$ cat config.mk
export PLATFORM = sky130hd
export DESIGN_NAME = bin_frame_deframer
export DESIGN_NICKNAME = d
export VERILOG_FILES = /design/src/design/bfd_pkg.sv /design/src/design/bfd_cfg_regs.sv /design/src/design/bfd_parser.sv /design/src/design/bfd_out_reg.sv /design/src/design/bin_frame_deframer.sv
export SDC_FILE = /design/constraint.sdc
export NUM_CORES = 1
export LEC_CHECK = 0
export BUFFER_PORTS_ARGS = -buffer_cell sky130_fd_sc_hd__buf_2
export CAP_MARGIN = 10
export CORE_ASPECT_RATIO = 1.2
export CORE_UTILIZATION = 34
export CTS_BUF_LIST = sky130_fd_sc_hd__clkbuf_8
export CTS_CLUSTER_SIZE = 28
export DETAILED_ROUTE_END_ITERATION = 8
export GPL_ROUTABILITY_DRIVEN = 0
export SETUP_SLACK_MARGIN = 0.1
export SYNTH_ARGS = -nofsm -noshare
export SYNTH_HDL_FRONTEND = slang
export SYNTH_SLANG_ARGS = --single-unit
$ cat constraint.sdc
create_clock -name clk -period 6.2 [get_ports clk]
set_input_delay 0.93 -clock clk [delete_from_list [all_inputs] [get_ports clk]]
set_output_delay 0.93 -clock clk [all_outputs]
set_load 0.02 [all_outputs]
$ cat src/design/bfd_pkg.sv
// Shared types and constants for the binary frame deframer.
`default_nettype none
package bfd_pkg;

    localparam int unsigned BYTE_W = 8;
    localparam int unsigned HALF_W = 16;
    localparam int unsigned APB_AW = 3;
    localparam int unsigned APB_DW = 32;

    // Register indexes on the configuration port (byte address bit 2)
    localparam logic REG_MAX_TYPE = 1'b0;
    localparam logic REG_MAX_LEN  = 1'b1;

    localparam logic [HALF_W-1:0] MAX_TYPE_RST = 16'd99;
    localparam logic [HALF_W-1:0] MAX_LEN_RST  = 16'd304;

    // Frame outcome codes
    localparam logic [1:0] ST_OK       = 2'd0;
    localparam logic [1:0] ST_BAD_HDR  = 2'd1;
    localparam logic [1:0] ST_TRUNC    = 2'd2;
    localparam logic [1:0] ST_CKSUM    = 2'd3;

    localparam logic KIND_PAYLOAD = 1'b0;
    localparam logic KIND_REPORT  = 1'b1;

    // "$BIN"
    localparam logic [BYTE_W-1:0] SYNC_WORD [4] = '{8'h24, 8'h42, 8'h49, 8'h4E};

    typedef struct packed {
        logic              item_kind;
        logic [BYTE_W-1:0] payload_byte;
        logic [HALF_W-1:0] block_type;
        logic [HALF_W-1:0] block_len;
        logic [1:0]        frame_status;
    } bfd_result_t;

    typedef struct packed {
        logic [HALF_W-1:0] max_block_type;
        logic [HALF_W-1:0] max_payload_len;
    } bfd_limits_t;

endpackage
`default_nettype wire

$ cat src/design/bfd_cfg_regs.sv
// APB limit registers for the deframer header check.
`default_nettype none
module bfd_cfg_regs
    import bfd_pkg::*;
(
    input  wire logic              clk,
    input  wire logic              rst_n,
    input  wire logic              psel,
    input  wire logic              penable,
    input  wire logic              pwrite,
    input  wire logic [APB_AW-1:0] paddr,
    input  wire logic [APB_DW-1:0] pwdata,
    output logic      [APB_DW-1:0] prdata,
    output logic                   pready,
    output bfd_limits_t            limits
);

    logic [HALF_W-1:0] max_type_reg;
    logic [HALF_W-1:0] max_len_reg;
    logic              wr_en;

    assign pready = 1'b1;
    assign wr_en  = psel && penable && pwrite;

    always_ff @(posedge clk or negedge rst_n)
    begin
        if (!rst_n)
        begin
            max_type_reg <= MAX_TYPE_RST;
            max_len_reg  <= MAX_LEN_RST;
        end
        else if (wr_en)
        begin
            if (paddr[2] == REG_MAX_TYPE)
                max_type_reg <= pwdata[HALF_W-1:0];
            else
                max_len_reg <= pwdata[HALF_W-1:0];
        end
    end

    always_comb
    begin
        prdata = '0;
        if (paddr[2] == REG_MAX_TYPE)
            prdata[HALF_W-1:0] = max_type_reg;
        else
            prdata[HALF_W-1:0] = max_len_reg;
    end

    assign limits.max_block_type  = max_type_reg;
    assign limits.max_payload_len = max_len_reg;

endmodule
`default_nettype wire

$ cat src/design/bfd_parser.sv
// Frame parser state machine: one received byte per accepted transaction.
`default_nettype none
module bfd_parser
    import bfd_pkg::*;
(
    input  wire logic              clk,
    input  wire logic              rst_n,
    input  wire logic              fire,
    input  wire logic [BYTE_W-1:0] rx_byte,
    input  wire bfd_limits_t       limits,
    output logic                   res_valid,
    output bfd_result_t            res
);

    localparam logic [2:0] PH_HUNT    = 3'd0;
    localparam logic [2:0] PH_TYPE    = 3'd1;
    localparam logic [2:0] PH_LEN     = 3'd2;
    localparam logic [2:0] PH_PAYLOAD = 3'd3;
    localparam logic [2:0] PH_CKSUM   = 3'd4;
    localparam logic [2:0] PH_TRAILER = 3'd5;
    localparam logic [2:0] PH_TRUNC   = 3'd6;

    typedef struct packed {
        logic       hit;
        logic [1:0] cnt;
    } sync_step_t;

    // One byte of a "$BIN" matcher; a '$' on mismatch restarts at one
    function automatic sync_step_t sync_step(input logic [1:0] cnt, input logic [7:0] b);
        sync_step_t r;
        r.hit = 1'b0;
        r.cnt = 2'd0;
        if (b == SYNC_WORD[cnt])
        begin
            if (cnt == 2'd3)
                r.hit = 1'b1;
            else
                r.cnt = cnt + 2'd1;
        end
        else if (b == SYNC_WORD[0])
        begin
            r.cnt = 2'd1;
        end
        return r;
    endfunction

    logic [2:0]        phase_reg,   phase_next;
    logic [1:0]        sync_reg,    sync_next;
    logic              idx_reg,     idx_next;
    logic [HALF_W-1:0] type_reg,    type_next;
    logic [HALF_W-1:0] len_reg,     len_next;
    logic [HALF_W-1:0] remain_reg,  remain_next;
    logic [HALF_W-1:0] sum_reg,     sum_next;
    logic [HALF_W-1:0] cksum_reg,   cksum_next;
    logic [1:0]        inner_reg,   inner_next;
    logic              trunc_reg,   trunc_next;

    logic [HALF_W-1:0] len_full;
    sync_step_t        hunt_s;
    sync_step_t        inner_s;
    logic              emit;
    logic              emit_kind;
    logic [BYTE_W-1:0] emit_byte;
    logic [1:0]        emit_status;

    assign len_full = {rx_byte, len_reg[BYTE_W-1:0]};
    assign inner_s  = sync_step(inner_reg, rx_byte);

    always_comb
    begin
        phase_next  = phase_reg;
        sync_next   = sync_reg;
        idx_next    = idx_reg;
        type_next   = type_reg;
        len_next    = len_reg;
        remain_next = remain_reg;
        sum_next    = sum_reg;
        cksum_next  = cksum_reg;
        inner_next  = inner_reg;
        trunc_next  = trunc_reg;
        emit        = 1'b0;
        emit_kind   = KIND_REPORT;
        emit_byte   = '0;
        emit_status = ST_OK;
        hunt_s      = sync_step(sync_reg, rx_byte);

        case (phase_reg)
            PH_TYPE:
            begin
                if (!idx_reg)
                begin
                    type_next = {8'h00, rx_byte};
                    idx_next  = 1'b1;
                end
                else
                begin
                    type_next  = {rx_byte, type_reg[BYTE_W-1:0]};
                    idx_next   = 1'b0;
                    phase_next = PH_LEN;
                end
            end
            PH_LEN:
            begin
                if (!idx_reg)
                begin
                    len_next = {8'h00, rx_byte};
                    idx_next = 1'b1;
                end
                else
                begin
                    len_next = len_full;
                    idx_next = 1'b0;
                    if (type_reg > limits.max_block_type || len_full > limits.max_payload_len)
                    begin
                        phase_next  = PH_HUNT;
                        emit        = 1'b1;
                        emit_status = ST_BAD_HDR;
                    end
                    else
                    begin
                        sum_next    = '0;
                        cksum_next  = '0;
                        inner_next  = 2'd0;
                        trunc_next  = 1'b0;
                        remain_next = len_full;
                        phase_next  = (len_full == '0) ? PH_CKSUM : PH_PAYLOAD;
                    end
                end
            end
            PH_PAYLOAD:
            begin
                sum_next    = sum_reg + {8'h00, rx_byte};
                inner_next  = inner_s.cnt;
                trunc_next  = trunc_reg | inner_s.hit;
                remain_next = remain_reg - 16'd1;
                if (remain_next == '0)
                    phase_next = trunc_next ? PH_TRUNC : PH_CKSUM;
                emit      = 1'b1;
                emit_kind = KIND_PAYLOAD;
                emit_byte = rx_byte;
            end
            PH_CKSUM:
            begin
                if (!idx_reg)
                begin
                    cksum_next = {8'h00, rx_byte};
                    idx_next   = 1'b1;
                end
                else
                begin
                    cksum_next = {rx_byte, cksum_reg[BYTE_W-1:0]};
                    idx_next   = 1'b0;
                    phase_next = PH_TRAILER;
                end
            end
            PH_TRAILER:
            begin
                if (!idx_reg)
                begin
                    idx_next = 1'b1;
                end
                else
                begin
                    idx_next    = 1'b0;
                    phase_next  = PH_HUNT;
                    emit        = 1'b1;
                    emit_status = (sum_reg == cksum_reg) ? ST_OK : ST_CKSUM;
                end
            end
            default:
            begin
                // truncation report: the byte after the payload restarts the hunt
                if (phase_reg == PH_TRUNC)
                begin
                    hunt_s      = sync_step(2'd0, rx_byte);
                    emit        = 1'b1;
                    emit_status = ST_TRUNC;
                end
                phase_next = PH_HUNT;
                sync_next  = hunt_s.cnt;
                if (hunt_s.hit)
                begin
                    idx_next   = 1'b0;
                    type_next  = '0;
                    len_next   = '0;
                    phase_next = PH_TYPE;
                end
            end
        endcase
    end

    always_ff @(posedge clk or negedge rst_n)
    begin
        if (!rst_n)
        begin
            phase_reg  <= PH_HUNT;
            sync_reg   <= 2'd0;
            idx_reg    <= 1'b0;
            type_reg   <= '0;
            len_reg    <= '0;
            remain_reg <= '0;
            sum_reg    <= '0;
            cksum_reg  <= '0;
            inner_reg  <= 2'd0;
            trunc_reg  <= 1'b0;
        end
        else if (fire)
        begin
            phase_reg  <= phase_next;
            sync_reg   <= sync_next;
            idx_reg    <= idx_next;
            type_reg   <= type_next;
            len_reg    <= len_next;
            remain_reg <= remain_next;
            sum_reg    <= sum_next;
            cksum_reg  <= cksum_next;
            inner_reg  <= inner_next;
            trunc_reg  <= trunc_next;
        end
    end

    assign res_valid        = fire && emit;
    assign res.item_kind    = emit_kind;
    assign res.payload_byte = emit_byte;
    assign res.block_type   = type_next;
    assign res.block_len    = len_next;
    assign res.frame_status = emit_status;

`ifndef SYNTHESIS
    a_phase_code: assert property (@(posedge clk) disable iff (!rst_n)
        phase_reg != 3'd7)
        else $error("parser phase left the code set");

    a_payload_nonzero: assert property (@(posedge clk) disable iff (!rst_n)
        phase_reg == PH_PAYLOAD |-> remain_reg != '0)
        else $error("payload phase with nothing left to take");

    a_payload_emits: assert property (@(posedge clk) disable iff (!rst_n)
        fire && phase_reg == PH_PAYLOAD |-> res_valid && res.item_kind == KIND_PAYLOAD)
        else $error("payload byte not passed on");

    a_trunc_next: assert property (@(posedge clk) disable iff (!rst_n)
        phase_reg == PH_TRUNC |-> trunc_reg)
        else $error("truncation phase without embedded sync");
`endif

endmodule
`default_nettype wire

$ cat src/design/bfd_out_reg.sv
// Result register between the parser and the output channel.
`default_nettype none
module bfd_out_reg
    import bfd_pkg::*;
(
    input  wire logic        clk,
    input  wire logic        rst_n,
    input  wire logic        load,
    input  wire bfd_result_t res,
    input  wire logic        out_stall,
    output logic             out_valid,
    output bfd_result_t      out_res
);

    logic        valid_reg, valid_next;
    bfd_result_t data_reg;

    always_comb
    begin
        if (load)
            valid_next = 1'b1;
        else if (!out_stall)
            valid_next = 1'b0;
        else
            valid_next = valid_reg;
    end

    always_ff @(posedge clk or negedge rst_n)
    begin
        if (!rst_n)
            valid_reg <= 1'b0;
        else
            valid_reg <= valid_next;
    end

    always_ff @(posedge clk)
    begin
        if (load)
            data_reg <= res;
    end

    assign out_valid = valid_reg;
    assign out_res   = data_reg;

endmodule
`default_nettype wire

$ cat src/design/bin_frame_deframer.sv
// Top level of the "$BIN" binary frame deframer.
// Takes one received byte per transaction and can take one every clock cycle;
// each byte passes through the parser logic in the cycle it is accepted and any
// result is captured by the output register at that cycle's end. Input is stalled
// only while a result is held in the output register and the output side stalls.
// Results are payload bytes (item_kind 0) and frame outcome reports (item_kind 1)
// carrying the header type, length and status. The two header limits sit at
// byte addresses 0 and 4 on the APB port and should be written while idle.
`default_nettype none
module bin_frame_deframer
    import bfd_pkg::*;
(
    input  wire logic              clk,
    input  wire logic              rst_n,
    input  wire logic              in_valid,
    output logic                   in_stall,
    input  wire logic [BYTE_W-1:0] rx_byte,
    output logic                   out_valid,
    input  wire logic              out_stall,
    output logic                   item_kind,
    output logic      [BYTE_W-1:0] payload_byte,
    output logic      [HALF_W-1:0] block_type,
    output logic      [HALF_W-1:0] block_len,
    output logic      [1:0]        frame_status,
    input  wire logic              psel,
    input  wire logic              penable,
    input  wire logic              pwrite,
    input  wire logic [APB_AW-1:0] paddr,
    input  wire logic [APB_DW-1:0] pwdata,
    output logic      [APB_DW-1:0] prdata,
    output logic                   pready
);

    bfd_limits_t limits;
    bfd_result_t res;
    bfd_result_t out_res;
    logic        res_valid;
    logic        fire;

    assign in_stall = out_valid && out_stall;
    assign fire     = in_valid && !in_stall;

    bfd_cfg_regs u_cfg (
        .clk     (clk),
        .rst_n   (rst_n),
        .psel    (psel),
        .penable (penable),
        .pwrite  (pwrite),
        .paddr   (paddr),
        .pwdata  (pwdata),
        .prdata  (prdata),
        .pready  (pready),
        .limits  (limits)
    );

    bfd_parser u_parser (
        .clk       (clk),
        .rst_n     (rst_n),
        .fire      (fire),
        .rx_byte   (rx_byte),
        .limits    (limits),
        .res_valid (res_valid),
        .res       (res)
    );

    bfd_out_reg u_out (
        .clk       (clk),
        .rst_n     (rst_n),
        .load      (res_valid),
        .res       (res),
        .out_stall (out_stall),
        .out_valid (out_valid),
        .out_res   (out_res)
    );

    assign item_kind    = out_res.item_kind;
    assign payload_byte = out_res.payload_byte;
    assign block_type   = out_res.block_type;
    assign block_len    = out_res.block_len;
    assign frame_status = out_res.frame_status;

endmodule
`default_nettype wire

==> results of run 1 <==
==> layer usage <==
metal / track usage / vias up
met5: 0 / -
met3: 0.0339 / 32
li1: - / 3515
met2: 0.295 / 261
met4: 0.0628 / 0
met1: 0.244 / 3652
==> layout make-up <==
| class | count | area (um2) |
|---|---|---|
| sequential | 165 | 4350 |
| tap | 340 | 425 |
| multi-input combinational | 653 | 4530 |
| antenna | 1 | 2.50 |
| clock inverter | 15 | 154 |
| inverter | 49 | 184 |
| fill | 2661 | 16700 |
| clock buffer | 17 | 234 |
| timing repair buffer | 104 | 553 |
==> cells by family (layout without fill, tap and decap cells) <==
| kind of cell | Yosys count | count (layout) | synth area share |
|---|---|---|---|
| buf+inv | 122 | 185 | 0.0641 |
| fa+ha+maj | 49 | 49 | 0.0659 |
| flops | 165 | 165 | 0.462 |
| compound gates | 249 | 249 | 0.188 |
| xor+xnor | 32 | 32 | 0.0298 |
| simple gates | 263 | 263 | 0.138 |
| other cells | 2 | 18 | 0.000798 |
| mux | 43 | 43 | 0.0508 |
==> power by group through the flow <==
stage,logic [W],registers (W),clock network (W)
after global placement,0.00150,0.00170,0
final,0.00153,0.00170,0.000784
after floorplan,0.00122,0.00160,0
after global routing,0.00171,0.00174,0.000846
after CTS,0.00153,0.00169,0.000803
after detailed placement,0.00152,0.00172,0
==> metrics by stage <==
| stage | std cells | setup slack, ps | area (um2) | power (W) |
|---|---|---|---|---|
| after floorplan | 940 | 1440 | 9470 | 0.00282 |
| after global placement | 1311 | 1910 | 10000 | 0.00320 |
| after detailed placement | 1311 | 1860 | 10000 | 0.00324 |
| after CTS | 1343 | 2340 | 10400 | 0.00403 |
| after global routing | 1343 | 2130 | 10400 | 0.00430 |
| final | 1344 | 2300 | 10400 | 0.00401 |
==> worst paths after layout <==
path                                  startpoint                      to  slack (ps)
min in group asynchronous                  rst_n     u_parser.sum_reg[8]         530
max in group asynchronous                  rst_n  u_parser.cksum_reg[10]        4280
setup reg to reg           u_cfg.max_type_reg[1]        u_out.out_res[4]        2330
hold / removal               u_parser.len_reg[8]     u_parser.len_reg[8]         490
setup / recovery                      rx_byte[6]        u_out.out_res[4]        2300
hold reg to reg              u_parser.len_reg[8]     u_parser.len_reg[8]         490
==> cells in the final DEF (no fill, tap or decap), types with 16 or more instances in the layout <==
| cell | Yosys | layout |
|---|---|---|
| buf_2 | 8 | 91 |
| o21ai_0 | 64 | 64 |
| nand2_1 | 102 | 102 |
| nand4_1 | 22 | 22 |
| conb_1 | 2 | 17 |
| a22o_1 | 40 | 40 |
| inv_1 | 48 | 50 |
| a21oi_1 | 31 | 31 |
| a32o_1 | 16 | 16 |
| edfxtp_1 | 43 | 43 |
| nor2_1 | 46 | 45 |
| xor2_1 | 24 | 24 |
| clkbuf_8 | 4 | 17 |
| a31oi_1 | 17 | 17 |
| nand3_1 | 16 | 16 |
| nor4_1 | 16 | 16 |
| mux2_2 | 38 | 38 |
| dfrtp_1 | 115 | 115 |
| ha_1 | 48 | 48 |
==> worst max-delay path, cell delays in order <==
cell	delay, ps
buf_2	250
ha_1	390
nand4_1	160
or3_1	410
a21o_1	170
a31oi_2	280
nor2_1	170
o311a_1	390
nor2_4	340
buf_4	490
==> impl_metrics.ini, run 1 <==
[power_and_ir_drop]
switching_power_w = 0.00163
pwr_density_cell_nw_per_um2 = 385
p_sw_frac = 0.407
clockPowerShare = 0.195
peakVddDrop_v = 0.000151
p_leak_nw = 4.60
p_int_w = 0.00238
power.share.sequential = 0.424
combPwrFrac = 0.381

[setup_path]
path_class = in -> reg
path_max_fanout = 32
cp.arrival_ps = 3990
required_ps = 6290
ff2ff_path_depth = 10
worstSetupStartpointType = input pin
endpoint_kind = register

[sta]
max_freq_ghz = 0.256
fin_skew_ps = 18.9
layout_min_cycle_time_ps = 3900
fin_setup_tns_ps = 0
fin_crit_sh = 0.629
rsz0062_at_grt = no
slew_viol_final = 0
relSlewSlack = 0.195
whs_ps = 492
setup_violations = 0
worst_pin_slew_ps = 1190
final_hold_viol_count = 0

[clock_tree]
cts-resized-gates = 0
postCtsSetupBuffers = 0
root_buffer = clkbuf_8
ctsHoldBuffers = 0
insertion_delay_ps = 460
clk_pin_slew_ps = 90
cts_tree = done
clkSinkCount = 165
h-tree-depth = 4
numCtsBuffers = 17
cts_buffer_depth = 2

[synthesis]
synth_top_area_frac = 0.306
ys_async_sr_fraction = 0.739
synthDistinctLibCells = 78
synthCells = 925
synth_common_cells = 115 x dfrtp_1, 102 x nand2_1, 64 x o21ai_0
ys_warn_count = 0
synth_area_um2 = 9410
synth-edff-count = 43
synth.area.top_cells = dfrtp_1 31%, edfxtp_1 14%, ha_1 6.4%
synth_seq_area_share = 0.462
synthFlopType = dfrtp_1
ys_seq_elements = 165
avgSynthCellArea_um2 = 10.2
synth_top_cell_by_area = dfrtp_1
synth_most_common_cell = dfrtp_1

[floorplanning]
fp.coreArea_um2 = 27200
initial_core_util = 0.346
dieArea_um2 = 28400
rows = 66
die_y_um = 184
die_width_um = 154
pin_count = 128

[global_route]
track_usage = 0.182
grt.overflow.total = 0
grt_pass1_vias = 7209
grt_max_degree = 70
grt_pass1_wl_um = 40000
antenna_found_initial = 1

[drt]
via_per_inst = 5.55
firstDrtPassIters = 6
wl_met1_um = 11000
dr.max_layer_used = met4
drc = 0
drt_wl_total_um = 25000
ant_nets = 0
wl_met2_um = 11800
wl_met3_um = 1680
wire_per_inst_um = 18.6
num_vias = 7460
first_iter_violations = 479

[status]
outcome = finished, final reports clean

[cells_and_area]
drive_above_1_share = 0.201
largest_reg_flops = 43
nNetsFinal = 1089
fin_util = 0.384
area_growth_pct = 10.8

[hold_path]
holdPathStages = 2
hp-class = reg -> reg

[placement]
portBuffers = 92
hpwl_um = 17300

[job]
maxCapViolations = 0
No activity file was read; power rests on OpenSTA's default activity.
==> run 2: changes to the inputs <==
- ABC_AREA: unset -> 1
- clock period: 6.2 -> 3.7 ns (I/O delays scaled with it)
==> impl_metrics.ini, run 2 <==
[clock_tree]
insertion_delay_ps = 480
postCtsSetupBuffers = 0
cts-resized-gates = 0
clk_pin_slew_ps = 100
h-tree-depth = 4
cts_buffer_depth = 2
cts_tree = done
clkSinkCount = 165
root_buffer = clkbuf_8
numCtsBuffers = 17
ctsHoldBuffers = 0

[global_route]
use_met3 = 0.0311
grt.overflow.total = 0
grt_max_degree = 123
use_met1 = 0.229
antenna_found_initial = 0
grt_pass1_wl_um = 44000
track_usage = 0.185
busiest_layer = met2
grtUsageMet2 = 0.316
grt_pass1_vias = 8248

[sta]
layout_min_cycle_time_ps = 2670
setup_ws_ps = 1030
fin_crit_sh = 0.722
relSlewSlack = 0.374
fin_skew_ps = 17.0
whs_ps = 132
final_hold_viol_count = 0
max_freq_ghz = 0.374
slew_viol_final = 0
worst_pin_slew_ps = 936
rsz0062_at_grt = no
fin_setup_tns_ps = 0
setup_violations = 0

[setup_path]
worstSetupStartpointType = register
r2r_start = u_parser.sync_reg[1]
cp.arrival_ps = 3010
path_max_fanout = 33
required_ps = 4040
path_class = reg -> reg
endpoint_kind = register
crit_start = u_parser.sync_reg[1]

[placement]
hpwl_um = 19800
place_ws_ps = 813
dp.cells = 1743
portBuffers = 92

[floorplanning]
rows = 69
initial_core_util = 0.345
die_width_um = 160
fp.coreArea_um2 = 29500
die_y_um = 192
dieArea_um2 = 30700
pin_count = 128

[power_and_ir_drop]
peakVddDrop_v = 0.000217
pwr_density_cell_nw_per_um2 = 383
p_leak_nw = 5.46

[cells_and_area]
n_antenna_cell = 0
area_growth_pct = 11.2
mostFrequentLayoutCells = 352 x nand2_1, 160 x inv_1, 120 x o21ai_0
final_common_cell = nand2_1
nNetsFinal = 1471
fill_cells = 3066
largest_reg_flops = 43
drive_above_1_share = 0.170
fin_util = 0.384
finalNonFillerCells = 1775

[synthesis]
synth.area.top_cells = dfrtp_1 28%, nand2_1 13%, edfxtp_1 13%
ys_async_sr_fraction = 0.739
synth_common_cells = 352 x nand2_1, 161 x inv_1, 120 x o21ai_0
synth_top_cell_by_area = dfrtp_1
avgSynthCellArea_um2 = 7.86
synth_most_common_cell = nand2_1
synth-edff-count = 43
synthFlopType = dfrtp_1
synthDistinctLibCells = 46
ys_warn_count = 0
synthCells = 1296
synth_area_um2 = 10200
synth_top_area_frac = 0.282
ys_seq_elements = 165
synth_seq_area_share = 0.427

[drt]
via_per_inst = 4.89
first_iter_violations = 607
drc = 0
drt_wl_total_um = 27600
firstDrtPassIters = 7
num_vias = 8679
wire_per_inst_um = 15.6
ant_nets = 0

[job]
maxCapViolations = 0

[status]
outcome = finished, final reports clean

[hold_path]
hp-class = in -> async
-- run 2: changes by cell type after synthesis, moves of 38 or more --
cell,before,now
nand2_1,102,352
inv_1,48,161
o21ai_0,64,120
a22o_1,40,0
nand3_2,0,40
mux2_2,38,0
-- run 2: critical path: stages, from the launching register on --
cell and delay, ps:
dfrtp_1 440, inv_1 80, ha_1 320, or2_0 230
a21oi_1 120, nand4_1 110, nor2_2 200, nand3_4 520
nand3_1 220, nand2_1 120, nand2_1 70, o21ai_0 90
-- run 2: power by group --
part,switching [W],internal (W)
combinational,0.000542,0.000287
clock,0.000758,0.000621
sequential,0.000127,0.00201
-- run 2: logic make-up after synthesis --
logic type	synth area share
and+or+nand+nor	0.267
AOI/OAI and AO/OA	0.124
DFF	0.427
xor gates and xnor gates	0.0198
buffers and inverters	0.100
other	0.000737
adders and majority gates	0.0609
-- run 2: worst paths after layout --
check / endpoint / slack [ps] / cells past startpoint
worst max-delay path: u_parser.type_reg[15] / 1030 / 11
worst min-delay path: u_parser.sum_reg[3] / 130 / 2
worst max register to register: u_parser.type_reg[15] / 1030 / 11
worst min register to register: u_parser.remain_reg[1] / 490 / 2
max in group asynchronous: u_cfg.max_len_reg[10] / 2950 / 2
min in group clk: u_cfg.max_len_reg[5] / 300 / 3
-- run 2: layer usage --
metal | up-vias | wire [um]
li1 | 4343 | -
met1 | 4043 | 12200
met2 | 237 | 13200
met3 | 56 | 1260
met4 | 0 | 911
met5 | - | 0
-- run 2: metrics by stage --
stage / cell area (um2) / total power, W
after global routing: 11300 / 0.00459
after floorplan: 10200 / 0.00272
after global placement: 10900 / 0.00298
after CTS: 11300 / 0.00439
final: 11300 / 0.00435
after detailed placement: 10900 / 0.00300
-- run 2: area by class of cell --
class	count	area [um2]	area share
Inverter	170	638	0.0563
Timing Repair Buffer	103	571	0.0503
Clock inverter	15	170	0.0150
Clock buffer	17	234	0.0206
Multi-Input combinational cell	915	4880	0.431
Tap cell	390	488	0.0431
Sequential cell	165	4350	0.384
